[src/rtl/lbc_pkg.sv]
// ----------------------------------------------------------------------------
// lbc_pkg
// Shared types and constants of the LRU block cache: channel payloads,
// sequencer states and search status.
// ----------------------------------------------------------------------------
package lbc_pkg;

   localparam int KEY_BITS          = 64;
   localparam int WORD_BITS         = 64;
   localparam int SLOT_BITS         = 4;
   localparam int CFG_BITS          = 5;
   localparam int DEFAULT_CAPACITY  = 16;
   localparam int DEFAULT_DATA_BITS = 64;

   localparam logic REQ_GET = 1'b0;
   localparam logic REQ_PUT = 1'b1;

   typedef struct packed {
      logic                 req_type;
      logic [KEY_BITS-1:0]  node_id;
      logic [KEY_BITS-1:0]  block_id;
      logic [WORD_BITS-1:0] data_word;
   } req_payload_type;

   typedef struct packed {
      logic                 hit;
      logic [SLOT_BITS-1:0] slot;
      logic [WORD_BITS-1:0] read_data;
      logic                 evicted;
   } rsp_payload_type;

   typedef struct packed {
      logic found;
      logic free;
   } scan_flags_type;

   typedef enum logic [2:0] {
      ST_IDLE,
      ST_SCAN,
      ST_DRAIN,
      ST_DECIDE,
      ST_UPDATE,
      ST_UDRAIN,
      ST_RESP
   } lbc_state_type;

endpackage

[src/rtl/lbc_ram.sv]
// ----------------------------------------------------------------------------
// lbc_ram
// Generic simple dual-port RAM: one write port, one read port, registered
// read data.
// ----------------------------------------------------------------------------
module lbc_ram #(
   parameter int WIDTH = 8,
   parameter int DEPTH = 16
) (
   input  logic                                  clock,
   input  logic                                  wr_en,
   input  logic [((DEPTH > 1) ? $clog2(DEPTH) : 1)-1:0] wr_addr,
   input  logic [WIDTH-1:0]                      wr_data,
   input  logic                                  rd_en,
   input  logic [((DEPTH > 1) ? $clog2(DEPTH) : 1)-1:0] rd_addr,
   output logic [WIDTH-1:0]                      rd_data
);

   logic [WIDTH-1:0] mem [DEPTH];
   logic [WIDTH-1:0] rd_data_ff;

   always_ff @(posedge clock) begin
      if (wr_en) begin
         mem[wr_addr] <= wr_data;
      end
      if (rd_en) begin
         rd_data_ff <= mem[rd_addr];
      end
   end

   assign rd_data = rd_data_ff;

endmodule

[src/rtl/lbc_scan.sv]
// ----------------------------------------------------------------------------
// lbc_scan
// Search pass tracker: takes one entry per cycle from the tag and rank
// memories and keeps the first key match, the first free entry and the
// least recently used valid entry.
// ----------------------------------------------------------------------------
module lbc_scan #(
   parameter int IDX_W  = 4,
   parameter int DATA_W = 64
) (
   input  logic                            clock,
   input  logic                            reset,
   input  logic                            start,
   input  logic                            take,
   input  logic [IDX_W-1:0]                idx,
   input  logic                            entry_valid,
   input  logic [lbc_pkg::KEY_BITS-1:0]    key_node,
   input  logic [lbc_pkg::KEY_BITS-1:0]    key_block,
   input  logic [2*lbc_pkg::KEY_BITS+DATA_W-1:0] rd_tag,
   input  logic [IDX_W-1:0]                rd_rank,
   output lbc_pkg::scan_flags_type         flags,
   output logic [IDX_W-1:0]                found_idx,
   output logic [IDX_W-1:0]                found_rank,
   output logic [DATA_W-1:0]               found_data,
   output logic [IDX_W-1:0]                free_idx,
   output logic [IDX_W-1:0]                vic_idx,
   output logic [IDX_W-1:0]                vic_rank
);

   localparam int TAG_W = 2*lbc_pkg::KEY_BITS + DATA_W;

   logic                    found_ff, found_in;
   logic                    free_ff, free_in;
   logic                    vic_any_ff, vic_any_in;
   logic [IDX_W-1:0]        found_idx_ff, found_rank_ff;
   logic [DATA_W-1:0]       found_data_ff;
   logic [IDX_W-1:0]        free_idx_ff;
   logic [IDX_W-1:0]        vic_idx_ff, vic_rank_ff;
   logic                    match;
   logic                    take_found, take_free, take_vic;

   assign match = entry_valid
                  && (rd_tag[TAG_W-1 -: lbc_pkg::KEY_BITS] == key_node)
                  && (rd_tag[TAG_W-lbc_pkg::KEY_BITS-1 -: lbc_pkg::KEY_BITS] == key_block);

   assign take_found = take && !found_ff && match;
   assign take_free  = take && !free_ff && !entry_valid;
   assign take_vic   = take && entry_valid && (!vic_any_ff || (rd_rank > vic_rank_ff));

   always_comb begin
      found_in   = found_ff;
      free_in    = free_ff;
      vic_any_in = vic_any_ff;
      if (start) begin
         found_in   = 1'b0;
         free_in    = 1'b0;
         vic_any_in = 1'b0;
      end else begin
         if (take_found) found_in = 1'b1;
         if (take_free) free_in = 1'b1;
         if (take_vic) vic_any_in = 1'b1;
      end
   end

   always_ff @(posedge clock) begin
      if (reset) begin
         found_ff   <= 1'b0;
         free_ff    <= 1'b0;
         vic_any_ff <= 1'b0;
      end else begin
         found_ff   <= found_in;
         free_ff    <= free_in;
         vic_any_ff <= vic_any_in;
      end
   end

   always_ff @(posedge clock) begin
      if (!start && take_found) begin
         found_idx_ff  <= idx;
         found_rank_ff <= rd_rank;
         found_data_ff <= rd_tag[DATA_W-1:0];
      end
      if (!start && take_free) begin
         free_idx_ff <= idx;
      end
      if (!start && take_vic) begin
         vic_idx_ff  <= idx;
         vic_rank_ff <= rd_rank;
      end
   end

   assign flags.found = found_ff;
   assign flags.free  = free_ff;
   assign found_idx   = found_idx_ff;
   assign found_rank  = found_rank_ff;
   assign found_data  = found_data_ff;
   assign free_idx    = free_idx_ff;
   assign vic_idx     = vic_idx_ff;
   assign vic_rank    = vic_rank_ff;

endmodule

[src/rtl/lbc_block_cache_dummy_guard.sv]
// ----------------------------------------------------------------------------
// lbc_rank
// Recency rank update: new rank of one entry when another entry becomes
// the most recent.
// ----------------------------------------------------------------------------
module lbc_rank #(
   parameter int IDX_W    = 4,
   parameter int CAPACITY = 16
) (
   input  logic             entry_valid,
   input  logic             is_target,
   input  logic             fill,
   input  logic [IDX_W-1:0] old_rank,
   input  logic [IDX_W-1:0] cur_rank,
   output logic [IDX_W-1:0] new_rank
);

   localparam logic [IDX_W-1:0] MAX_RANK = IDX_W'(CAPACITY - 1);

   always_comb begin
      new_rank = cur_rank;
      if (is_target) begin
         new_rank = '0;
      end else if (entry_valid && (fill || (cur_rank < old_rank)) && (cur_rank < MAX_RANK)) begin
         new_rank = cur_rank + IDX_W'(1);
      end
   end

endmodule

[src/rtl/lru_block_cache.sv]
// ----------------------------------------------------------------------------
// lru_block_cache
// Fully associative cache keyed by (node_id, block_id) with least recently
// used replacement. Tags and data live in one RAM, recency ranks in another.
//
//   channel | ports                               | direction
//   req     | req_valid, req_ready, req_payload   | in
//   rsp     | rsp_valid, rsp_ready, rsp_payload   | out
//   csr     | csr_valid, csr_ready, csr_wdata     | in
//
// An item takes a search pass, and then a rank pass unless it is a get miss.
// The search pass reads the tag and rank RAMs one entry a cycle over the n
// entries set by csr, and the rank pass reads and writes back the rank RAM one
// entry a cycle. A new request is taken while the previous response waits on rsp.
// Reset and a csr transfer invalidate every entry at once; no clearing pass.
// ----------------------------------------------------------------------------
module lru_block_cache #(
   parameter int CAPACITY  = lbc_pkg::DEFAULT_CAPACITY,
   parameter int DATA_BITS = lbc_pkg::DEFAULT_DATA_BITS
) (
   input  logic                          clock,
   input  logic                          reset,
   input  logic                          req_valid,
   output logic                          req_ready,
   input  lbc_pkg::req_payload_type      req_payload,
   output logic                          rsp_valid,
   input  logic                          rsp_ready,
   output lbc_pkg::rsp_payload_type      rsp_payload,
   input  logic                          csr_valid,
   output logic                          csr_ready,
   input  logic [lbc_pkg::CFG_BITS-1:0]  csr_wdata
);

   localparam int IDX_W = (CAPACITY > 1) ? $clog2(CAPACITY) : 1;
   localparam int CNT_W = $clog2(CAPACITY + 1);
   localparam int TAG_W = 2*lbc_pkg::KEY_BITS + DATA_BITS;

   lbc_pkg::lbc_state_type    state_ff, state_in;
   lbc_pkg::req_payload_type  req_ff;
   lbc_pkg::rsp_payload_type  res_ff, res_in;
   lbc_pkg::rsp_payload_type  rsp_ff;
   lbc_pkg::scan_flags_type   flags;

   logic                      rsp_valid_ff, rsp_valid_in;
   logic [CNT_W-1:0]          n_ff, n_in;
   logic [CAPACITY-1:0]       valid_ff, valid_in;
   logic [IDX_W-1:0]          cnt_ff, cnt_in;
   logic                      pend_ff, pend_in;
   logic [IDX_W-1:0]          pend_idx_ff;
   logic [IDX_W-1:0]          tgt_ff, tgt_in;
   logic [IDX_W-1:0]          old_ff, old_in;
   logic                      fill_ff, fill_in;

   logic                      req_fire, csr_fire, cnt_last;
   logic                      ctl_rd, ctl_clr, ctl_inc, ctl_take, ctl_decide;
   logic                      ctl_rank, ctl_load;
   logic                      is_put, upd_need;

   logic [TAG_W-1:0]          tag_rd, tag_wr;
   logic                      tag_we;
   logic [IDX_W-1:0]          rank_rd, rank_wr;
   logic                      rank_we;

   logic [IDX_W-1:0]          found_idx, found_rank, free_idx, vic_idx, vic_rank;
   logic [DATA_BITS-1:0]      found_data;
   logic [IDX_W+3:0]          slot_wide;
   logic [DATA_BITS+63:0]     data_wide;

   assign req_fire = req_valid && req_ready;
   assign csr_fire = csr_valid && csr_ready;
   assign cnt_last = (CNT_W'(cnt_ff) == (n_ff - CNT_W'(1)));
   assign is_put   = (req_ff.req_type == lbc_pkg::REQ_PUT);
   assign upd_need = is_put || flags.found;

   // next state
   always_comb begin
      state_in = state_ff;
      unique case (state_ff)
         lbc_pkg::ST_IDLE: begin
            if (req_valid) state_in = lbc_pkg::ST_SCAN;
         end
         lbc_pkg::ST_SCAN: begin
            if (cnt_last) state_in = lbc_pkg::ST_DRAIN;
         end
         lbc_pkg::ST_DRAIN: begin
            state_in = lbc_pkg::ST_DECIDE;
         end
         lbc_pkg::ST_DECIDE: begin
            state_in = upd_need ? lbc_pkg::ST_UPDATE : lbc_pkg::ST_RESP;
         end
         lbc_pkg::ST_UPDATE: begin
            if (cnt_last) state_in = lbc_pkg::ST_UDRAIN;
         end
         lbc_pkg::ST_UDRAIN: begin
            state_in = lbc_pkg::ST_RESP;
         end
         lbc_pkg::ST_RESP: begin
            if (!rsp_valid_ff || rsp_ready) state_in = lbc_pkg::ST_IDLE;
         end
         default: begin
            state_in = lbc_pkg::ST_IDLE;
         end
      endcase
   end

   // sequencer outputs
   always_comb begin
      req_ready  = 1'b0;
      csr_ready  = 1'b0;
      ctl_rd     = 1'b0;
      ctl_clr    = 1'b0;
      ctl_inc    = 1'b0;
      ctl_take   = 1'b0;
      ctl_decide = 1'b0;
      ctl_rank   = 1'b0;
      ctl_load   = 1'b0;
      unique case (state_ff)
         lbc_pkg::ST_IDLE: begin
            req_ready = 1'b1;
            csr_ready = 1'b1;
            ctl_clr   = 1'b1;
         end
         lbc_pkg::ST_SCAN: begin
            ctl_rd   = 1'b1;
            ctl_inc  = 1'b1;
            ctl_take = 1'b1;
         end
         lbc_pkg::ST_DRAIN: begin
            ctl_take = 1'b1;
         end
         lbc_pkg::ST_DECIDE: begin
            ctl_decide = 1'b1;
            ctl_clr    = 1'b1;
         end
         lbc_pkg::ST_UPDATE: begin
            ctl_rd   = 1'b1;
            ctl_inc  = 1'b1;
            ctl_rank = 1'b1;
         end
         lbc_pkg::ST_UDRAIN: begin
            ctl_rank = 1'b1;
         end
         lbc_pkg::ST_RESP: begin
            ctl_load = !rsp_valid_ff || rsp_ready;
         end
         default: begin
            ctl_clr = 1'b1;
         end
      endcase
   end

   // counters and pending read
   always_comb begin
      cnt_in = cnt_ff;
      if (ctl_clr) begin
         cnt_in = '0;
      end else if (ctl_inc && !cnt_last) begin
         cnt_in = cnt_ff + IDX_W'(1);
      end
      pend_in = ctl_rd;
   end

   // configuration and valid bits
   always_comb begin
      n_in     = n_ff;
      valid_in = valid_ff;
      if (csr_fire) begin
         valid_in = '0;
         if (csr_wdata == '0) begin
            n_in = CNT_W'(1);
         end else if (32'(csr_wdata) > CAPACITY) begin
            n_in = CNT_W'(CAPACITY);
         end else begin
            n_in = CNT_W'(csr_wdata);
         end
      end else if (ctl_decide && is_put && !flags.found) begin
         valid_in[tgt_in] = 1'b1;
      end
   end

   // decision after the search pass
   always_comb begin
      tgt_in  = vic_idx;
      old_in  = vic_rank;
      fill_in = 1'b0;
      if (flags.found) begin
         tgt_in = found_idx;
         old_in = found_rank;
      end else if (flags.free) begin
         tgt_in  = free_idx;
         fill_in = 1'b1;
      end
      slot_wide = {4'b0, tgt_in};
      data_wide = {64'b0, found_data};
      res_in           = '0;
      res_in.hit       = flags.found;
      res_in.slot      = slot_wide[3:0];
      res_in.evicted   = is_put && !flags.found && !flags.free;
      if (!is_put) begin
         if (flags.found) begin
            res_in.read_data = data_wide[63:0];
         end else begin
            res_in.slot = '0;
         end
      end
      rsp_valid_in = rsp_valid_ff;
      if (ctl_load) begin
         rsp_valid_in = 1'b1;
      end else if (rsp_ready) begin
         rsp_valid_in = 1'b0;
      end
   end

   always_ff @(posedge clock) begin
      if (reset) begin
         state_ff     <= lbc_pkg::ST_IDLE;
         rsp_valid_ff <= 1'b0;
         n_ff         <= CNT_W'(CAPACITY);
         valid_ff     <= '0;
         cnt_ff       <= '0;
         pend_ff      <= 1'b0;
      end else begin
         state_ff     <= state_in;
         rsp_valid_ff <= rsp_valid_in;
         n_ff         <= n_in;
         valid_ff     <= valid_in;
         cnt_ff       <= cnt_in;
         pend_ff      <= pend_in;
      end
   end

   always_ff @(posedge clock) begin
      pend_idx_ff <= cnt_ff;
      if (req_fire) begin
         req_ff <= req_payload;
      end
      if (ctl_decide) begin
         tgt_ff  <= tgt_in;
         old_ff  <= old_in;
         fill_ff <= fill_in;
         res_ff  <= res_in;
      end
      if (ctl_load) begin
         rsp_ff <= res_ff;
      end
   end

   assign tag_we  = ctl_decide && is_put;
   assign tag_wr  = {req_ff.node_id, req_ff.block_id, req_ff.data_word[DATA_BITS-1:0]};
   assign rank_we = ctl_rank && pend_ff && (valid_ff[pend_idx_ff] || (pend_idx_ff == tgt_ff));

   lbc_ram #(
      .WIDTH (TAG_W),
      .DEPTH (CAPACITY)
   ) u_tag_ram (
      .clock   (clock),
      .wr_en   (tag_we),
      .wr_addr (tgt_in),
      .wr_data (tag_wr),
      .rd_en   (ctl_rd),
      .rd_addr (cnt_ff),
      .rd_data (tag_rd)
   );

   lbc_ram #(
      .WIDTH (IDX_W),
      .DEPTH (CAPACITY)
   ) u_rank_ram (
      .clock   (clock),
      .wr_en   (rank_we),
      .wr_addr (pend_idx_ff),
      .wr_data (rank_wr),
      .rd_en   (ctl_rd),
      .rd_addr (cnt_ff),
      .rd_data (rank_rd)
   );

   lbc_scan #(
      .IDX_W  (IDX_W),
      .DATA_W (DATA_BITS)
   ) u_scan (
      .clock       (clock),
      .reset       (reset),
      .start       (req_fire),
      .take        (ctl_take && pend_ff),
      .idx         (pend_idx_ff),
      .entry_valid (valid_ff[pend_idx_ff]),
      .key_node    (req_ff.node_id),
      .key_block   (req_ff.block_id),
      .rd_tag      (tag_rd),
      .rd_rank     (rank_rd),
      .flags       (flags),
      .found_idx   (found_idx),
      .found_rank  (found_rank),
      .found_data  (found_data),
      .free_idx    (free_idx),
      .vic_idx     (vic_idx),
      .vic_rank    (vic_rank)
   );

   lbc_rank #(
      .IDX_W    (IDX_W),
      .CAPACITY (CAPACITY)
   ) u_rank (
      .entry_valid (valid_ff[pend_idx_ff]),
      .is_target   (pend_idx_ff == tgt_ff),
      .fill        (fill_ff),
      .old_rank    (old_ff),
      .cur_rank    (rank_rd),
      .new_rank    (rank_wr)
   );

   assign rsp_valid   = rsp_valid_ff;
   assign rsp_payload = rsp_ff;

`ifndef SYNTHESIS
   a_rsp_after_resp: assert property (@(posedge clock) disable iff (reset)
      $rose(rsp_valid_ff) |-> $past(state_ff == lbc_pkg::ST_RESP))
      else $error("response raised outside the response state");

   a_accept_starts_scan: assert property (@(posedge clock) disable iff (reset)
      req_fire |=> (state_ff == lbc_pkg::ST_SCAN))
      else $error("accepted request did not start the search pass");

   a_valid_stable: assert property (@(posedge clock) disable iff (reset)
      (state_ff != lbc_pkg::ST_DECIDE && !csr_fire) |=> $stable(valid_ff))
      else $error("valid bits changed outside fill or csr transfer");

   a_hit_not_evict: assert property (@(posedge clock) disable iff (reset)
      rsp_valid_ff |-> !(rsp_ff.hit && rsp_ff.evicted))
      else $error("response flags both hit and eviction");

   a_rank_write_phase: assert property (@(posedge clock) disable iff (reset)
      rank_we |-> !tag_we && (state_ff != lbc_pkg::ST_SCAN))
      else $error("rank write overlaps the search pass");
`endif

endmodule
[config.mk]
export PLATFORM = sky130hd
export DESIGN_NAME = lru_block_cache
export DESIGN_NICKNAME = d
export VERILOG_FILES = /design/src/rtl/lbc_pkg.sv /design/src/rtl/lbc_ram.sv /design/src/rtl/lbc_scan.sv /design/src/rtl/lbc_block_cache_dummy_guard.sv /design/src/rtl/lru_block_cache.sv
export SDC_FILE = /design/constraint.sdc
export NUM_CORES = 2
export LEC_CHECK = 0
export BUFFER_PORTS_ARGS = -buffer_cell sky130_fd_sc_hd__buf_4
export CELL_PAD_IN_SITES_DETAIL_PLACEMENT = 1
export CELL_PAD_IN_SITES_GLOBAL_PLACEMENT = 1
export CORE_MARGIN = 2
export CORE_UTILIZATION = 45
export DETAILED_ROUTE_END_ITERATION = 16
export PLACE_DENSITY = 0.75
export SLEW_MARGIN = 20
export SYNTH_ARGS = -nofsm -noshare
export SYNTH_HDL_FRONTEND = slang
export SYNTH_HIERARCHICAL = 1
export SYNTH_SLANG_ARGS = --single-unit
[constraint.sdc]
create_clock -name clock -period 36.4 [get_ports clock]
set_clock_uncertainty 0.1 [all_clocks]
set_input_delay 5.46 -clock clock [delete_from_list [all_inputs] [get_ports clock]]
set_output_delay 5.46 -clock clock [all_outputs]
set_load 0.005 [all_outputs]
# Word-level counts from Yosys, hierarchy flattened
# Memories as Yosys holds them, arrays and structs flattened. A register that Yosys moved wholly into a read port is not among the register bits.
# Index checks and enable logic that the tools add are counted.
# word_totals
ff_bits	463
ramBits	3136
mem_count	2
output_inout_bits	73
word_cells	141
# op_classes
n_addsub	3
n_bitwise	3
mux	33
reduce_logical	48
n_eq_ne	14
magnitude_cmp	7
# mem_list
memory	words	word_bits	read_ports	rd_clocked_by_memory_dff	write_ports	line_no	text
u_tag_ram.mem	16	192	1	1	1	lbc_ram.sv:19	logic [WIDTH-1:0] mem [DEPTH];
u_rank_ram.mem	16	4	1	1	1	lbc_ram.sv:19	
# op_table
op	count
== test 64 bit	2
2-to-1 mux 68 bit	1
2-to-1 mux 64 bit	1
logical AND 1 bit	24
2-to-1 mux 4 bit	6
case mux 3 bit (7 select lines)	1
bitwise OR 16 bit	1
2-to-1 mux 1 bit	15
OR reduction 2 bit	7
2-to-1 mux 3 bit	4
less-than comparator 4 x 5 -> 1 bit (second input constant)	2
2-to-1 mux 5 bit	2
== test 3 bit (second input constant)	3
adder 4 x 1 -> 4 bit (second input constant)	2
!= test 2 bit (second input constant)	4
zero test 1 bit	7
== test 3 x 2 -> 1 bit (second input constant)	2
== test 4 x 5 -> 1 bit	1
> comparator 5 bit (second input constant)	1
zero test 5 bit	1
logical OR 1 bit	5
OR reduction 5 bit	1
subtractor 5 x 1 -> 5 bit (second input constant)	1
binary-select mux 1 bit (select 4 bit)	1
other kinds (12)	13

# Logic depth before layout (Yosys ltp)
# logic_depth
word_depth	7
ltp_mapped	9
ltp_nobuf	8

# Hierarchy
# Netlist, hierarchy kept.
# by_module_without_submodules
module	cells_per_inst	n_inst	seq_area_each_um2	area_per_inst_um2
lbc_ram at u_tag_ram	5013	1	98014.0	121042.3
lru_block_cache	618	1	10950.5	12504.5
lbc_scan	351	1	2582.5	4489.3
lbc_ram at u_rank_ram	130	1	2042.0	2706.3
lbc_rank	28	1	0.0	190.2

# Worst setup path before layout
# OpenSTA, ideal clock, no wires.
# synth_timing
path_kind	register -> register
from	register state_ff[0]
to	memory u_tag_ram/mem[0][0] in the netlist's numbering, enable pin
setup_slack_ns	19.048
t_arrival_ns	16.273
setup_ns	0.979
synth_period_minus_slack_ns	17.352
path_stages_with_launch	6
cell_sequence	dfxtp_1 > buf_2 > and3b_1 > and2_1 > or3b_2 > nor3_1
# synth_via
elab_chain_len	5
# synth_rtl
element	line_no	text
start, declared	lru_block_cache.sv:38	lbc_pkg::lbc_state_type state_ff, state_in;
start signal, assigned	lru_block_cache.sv:216	state_ff <= lbc_pkg::ST_IDLE;
start signal, assigned	lru_block_cache.sv:223	state_ff <= state_in;
== test 3 x 2 -> 1 bit	lru_block_cache.sv:117	unique case (state_ff)
2-to-1 mux 1 bit	lru_block_cache.sv:117	
logical AND 1 bit	lru_block_cache.sv:248	assign tag_we = ctl_decide && is_put;
net tag_we	lru_block_cache.sv:60	logic tag_we;
2-to-1 mux 1 bit	lbc_ram.sv:23	if (wr_en) begin
2-to-1 mux 1 bit (implied by the code)	lbc_ram.sv:24	mem[wr_addr] <= wr_data;
end, declared	lbc_ram.sv:19	
# The timed path passes the listed nets, and every way through them passes these cells.

# Final worst setup path
# layout_timing
from	register state_ff[1]
to	output port csr_ready
# layout_via
elab_chain_len	2
# layout_rtl
element	line_no	text
zero test 3 bit	lru_block_cache.sv:117	
2-to-1 mux 1 bit	lru_block_cache.sv:117	
end, declared	lru_block_cache.sv:30	output logic csr_ready,
# Every way passes these cells.

==> run_summary.xml <==
<?xml version="1.0" encoding="UTF-8"?>
<metrics>
  <group name="worst_setup_path">
    <metric name="critPathLaunchType" unit="">flip-flop</metric>
    <metric name="worst_path_largest_cell_delay" unit="ps">810</metric>
    <metric name="timing.critical_path.slowest_stage_cell" unit="">sky130_fd_sc_hd__nor3_1</metric>
    <metric name="critPathKind" unit="">reg -&gt; out</metric>
    <metric name="worstPathCellList" unit="">nor3_1 -&gt; buf_4</metric>
    <metric name="arrival" unit="ps">2460</metric>
    <metric name="worstSetupEndpointType" unit="">output pin</metric>
    <metric name="worst_path_max_fanout" unit="">14</metric>
    <metric name="category_of_cells_accounting_for_the_largest_share_of_critical_path_delay" unit="">simple AND/OR/NAND/NOR gates</metric>
    <metric name="crit_required" unit="ps">30840</metric>
    <metric name="cp_num_buf_inv" unit="">1</metric>
  </group>
  <group name="route">
    <metric name="dr.pass1.iters" unit="">5</metric>
    <metric name="routedLengthMet1" unit="um">144500</metric>
    <metric name="routedWlPerCell" unit="um">33.03</metric>
    <metric name="met3_wirelength" unit="um">30730</metric>
    <metric name="top_signal_layer_used" unit="">met5</metric>
    <metric name="wl_met2" unit="um">181000</metric>
    <metric name="detail_route.wirelength" unit="um">367100</metric>
    <metric name="drc" unit="">0</metric>
    <metric name="drt.antenna.violating_nets" unit="">0</metric>
    <metric name="routed_vias" unit="">67418</metric>
    <metric name="routed_via_density" unit="">6.065</metric>
    <metric name="initialDrtViolationCount" unit="">8342</metric>
  </group>
  <group name="global_route">
    <metric name="globalRouteTotalUtil" unit="%">23.00</metric>
    <metric name="number_of_global_route_vias_before_repair" unit="">71583</metric>
    <metric name="grt_start_max_net_pins" unit="">126</metric>
    <metric name="grt_antenna_before_repair" unit="">14</metric>
    <metric name="grt_overflow_total" unit="">0</metric>
    <metric name="grt_pass1_wl" unit="um">524700</metric>
  </group>
  <group name="yosys">
    <metric name="synth_seq_area_share" unit="%">80.60</metric>
    <metric name="post_synth_num_cell_types" unit="">64</metric>
    <metric name="synth.yosys.warnings" unit="">6</metric>
    <metric name="syn_inst" unit="">6140</metric>
    <metric name="synth_area" unit="um^2">140900</metric>
    <metric name="syn_nets" unit="">6353</metric>
    <metric name="synth_enable_flop_cells" unit="">3758</metric>
    <metric name="yosys_register_bits" unit="">3795</metric>
    <metric name="synth-async-reset-ratio" unit="%">0</metric>
    <metric name="yosys.area.top_type_share" unit="%">80.07</metric>
    <metric name="ys.flop_type" unit="">sky130_fd_sc_hd__edfxtp_1</metric>
    <metric name="yosysTopAreaCell" unit="">sky130_fd_sc_hd__edfxtp_1</metric>
    <metric name="synth.area.top_cells" unit="">sky130_fd_sc_hd__edfxtp_1 80%, sky130_fd_sc_hd__mux4_2 12%, sky130_fd_sc_hd__a22oi_1 1.8%</metric>
    <metric name="synth_area_per_cell" unit="um^2">22.95</metric>
  </group>
  <group name="cells_and_area">
    <metric name="layout-drive-gt1-share" unit="%">26.29</metric>
    <metric name="flow.area_growth_from_synthesis" unit="%">14.07</metric>
    <metric name="num-fill-cells" unit="">27018</metric>
    <metric name="final_cells" unit="">11115</metric>
    <metric name="layout.cells.most_common" unit="">sky130_fd_sc_hd__edfxtp_1</metric>
    <metric name="layout.cells.most_common_list" unit="">3758 x sky130_fd_sc_hd__edfxtp_1, 721 x sky130_fd_sc_hd__mux4_2, 390 x sky130_fd_sc_hd__buf_4, 389 x sky130_fd_sc_hd__clkbuf_16, 332 x sky130_fd_sc_hd__a22oi_1</metric>
    <metric name="finalNetCount" unit="">6859</metric>
  </group>
  <group name="power_and_ir_drop">
    <metric name="peakVddDrop" unit="V">0.00003776</metric>
    <metric name="power_density" unit="nW/um^2">58.44</metric>
    <metric name="static-leakage-power" unit="nW">49.40</metric>
  </group>
  <group name="clock_tree">
    <metric name="cts_buffer_depth" unit="">4</metric>
    <metric name="cts_made_buffers" unit="">389</metric>
    <metric name="postCtsSetupRepairBufs" unit="">0</metric>
    <metric name="h-tree-depth" unit="">5</metric>
    <metric name="post_cts_resized" unit="">0</metric>
    <metric name="clk_pin_slew_worst_paths" unit="ps">60</metric>
    <metric name="cts_num_sinks" unit="">3795</metric>
    <metric name="clock_insertion_delay_worst_skew" unit="ps">990</metric>
    <metric name="clockRootBuffer" unit="">sky130_fd_sc_hd__clkbuf_16</metric>
    <metric name="cts_hold_bufs" unit="">0</metric>
    <metric name="cts_tree" unit="">done</metric>
  </group>
  <group name="floorplanning">
    <metric name="core_area" unit="um^2">311600</metric>
    <metric name="die-height" unit="um">563.6</metric>
    <metric name="design.die.area" unit="um^2">317700</metric>
    <metric name="floorplan.die.width" unit="um">563.6</metric>
    <metric name="io_pins" unit="">276</metric>
    <metric name="rows" unit="">205</metric>
    <metric name="start_util" unit="%">45.22</metric>
  </group>
  <group name="sta">
    <metric name="slew_headroom" unit="%">20.01</metric>
    <metric name="max_freq" unit="MHz">124.7</metric>
    <metric name="grt_setup_unrepaired" unit="">no</metric>
    <metric name="timing_max_transition_violations_final" unit="">0</metric>
    <metric name="timing.final.setup_violations" unit="">0</metric>
    <metric name="holdWs" unit="ps">290.7</metric>
    <metric name="worst_slack" unit="ps">28380</metric>
    <metric name="finalWorstPathRequiredPeriod" unit="ps">8019</metric>
    <metric name="final.setup.tns" unit="ps">0</metric>
    <metric name="final_hold_viol_count" unit="">0</metric>
    <metric name="fin_crit_sh" unit="%">22.03</metric>
    <metric name="slew_of_the_pin_with_the_lowest_slew_margin" unit="ps">1200</metric>
  </group>
  <group name="place">
    <metric name="dp_hpwl" unit="um">193200</metric>
    <metric name="gpl.final_weighted_congestion" unit="">0.7708</metric>
    <metric name="dp_slack" unit="ps">28460</metric>
    <metric name="place.detailed.instances" unit="">10395</metric>
    <metric name="numPortBuffers" unit="">275</metric>
  </group>
  <group name="job">
    <metric name="maxCapViolCount" unit="">0</metric>
  </group>
  <group name="hold_path">
    <metric name="min_path_type" unit="">reg -&gt; reg</metric>
  </group>
  <group name="status">
    <metric name="status" unit="">complete, no violations</metric>
  </group>
</metrics>
-- worst reg2reg max path: stages (launching register included) --
cell,delay [ps]
sky130_fd_sc_hd__dfxtp_1,620
sky130_fd_sc_hd__and3b_4,260
sky130_fd_sc_hd__buf_4,510
sky130_fd_sc_hd__and2_1,300
sky130_fd_sc_hd__nand3_1,320
sky130_fd_sc_hd__nor2_4,190
sky130_fd_sc_hd__buf_4,710
sky130_fd_sc_hd__buf_4,960
sky130_fd_sc_hd__buf_4,780
sky130_fd_sc_hd__buf_4,890
-- final timing paths --
check	startpoint	cells past startpoint	slack, ps	to
max	state_ff[1]	2	28380	csr_ready
min	u_tag_ram/rd_data[23]	0	290	u_scan/found_data[23]
min reg2reg	u_tag_ram/rd_data[23]	0	290	u_scan/found_data[23]
max reg2reg	state_ff[1]	9	30320	u_tag_ram/mem[14][162]
-- cell usage after synthesis (all sizes together) (16+ instances only) --
library cell and number:
edfxtp 3758, mux4 739, a22oi 333, buf 204, nand2 170, mux2 97
clkbuf 86, nor2b 85, and2 69, nor2 69, xor2 59, xnor2 51
mux2i 42, o21ai 38, dfxtp 37, nand2b 34, nor4 33, o221ai 31
a21oi 27, inv 26, nand4 24, nor3 23, a221oi 19, nand3 16
-- layout make-up --
type | instances | area [um^2] | share of cell area [%]
multi-input cells | 2029 | 25980 | 16.16
repair buffers | 405 | 3228 | 2.008
clock inverters | 260 | 2673 | 1.662
clock buffers | 454 | 9978 | 6.207
well taps | 4140 | 5180 | 3.222
flip-flops and latches | 3795 | 113600 | 70.67
diodes | 6 | 15.01 | 0.009339
inverters | 26 | 105.1 | 0.06538
-- state kept, by name, summed over array words and instances, names as in the netlist, 5 cells and up --
register and cells:
n_ff 5, rsp_payload 70, u_tag_ram/rd_data 192, u_tag_ram/mem 3072
res_ff 70, u_rank_ram/mem 64, req_ff 192, valid_ff 16
u_scan/found_data 64
-- per-stage QoR --
stage	util, %	total power, W	cell area [um^2]
floorplan	-	0.005329	140900
global route	51.58	0.009639	160800
CTS	51.58	0.009464	160700
global placement	47.52	0.005501	148100
detailed placement	47.52	0.005525	148100
finish	51.59	0.009395	160800
-- report_power, final --
part	leakage, nW	internal [W]	switching [W]
sequential	34.4	0.00494	0.000141
combinational	8.88	0.000139	0.000211
clock	6.14	0.00223	0.00173
-- routing by layer --
metal	track usage (%)	up-vias
li1	-	26911
met1	31.96	36388
met2	37.93	3523
met3	3.486	592
met4	6.726	4
met5	0	-
-- kinds of logic after synthesis --
group | count (synthesis) | share of synthesized area (%)
buf+inv | 316 | 1.134
fa+ha+maj | 10 | 0.08878
mux | 878 | 12.93
simple gates | 550 | 2.040
compound gates | 481 | 2.525
xor+xnor | 110 | 0.6836
flops | 3795 | 80.60
(Power assumes the default switching activity.)
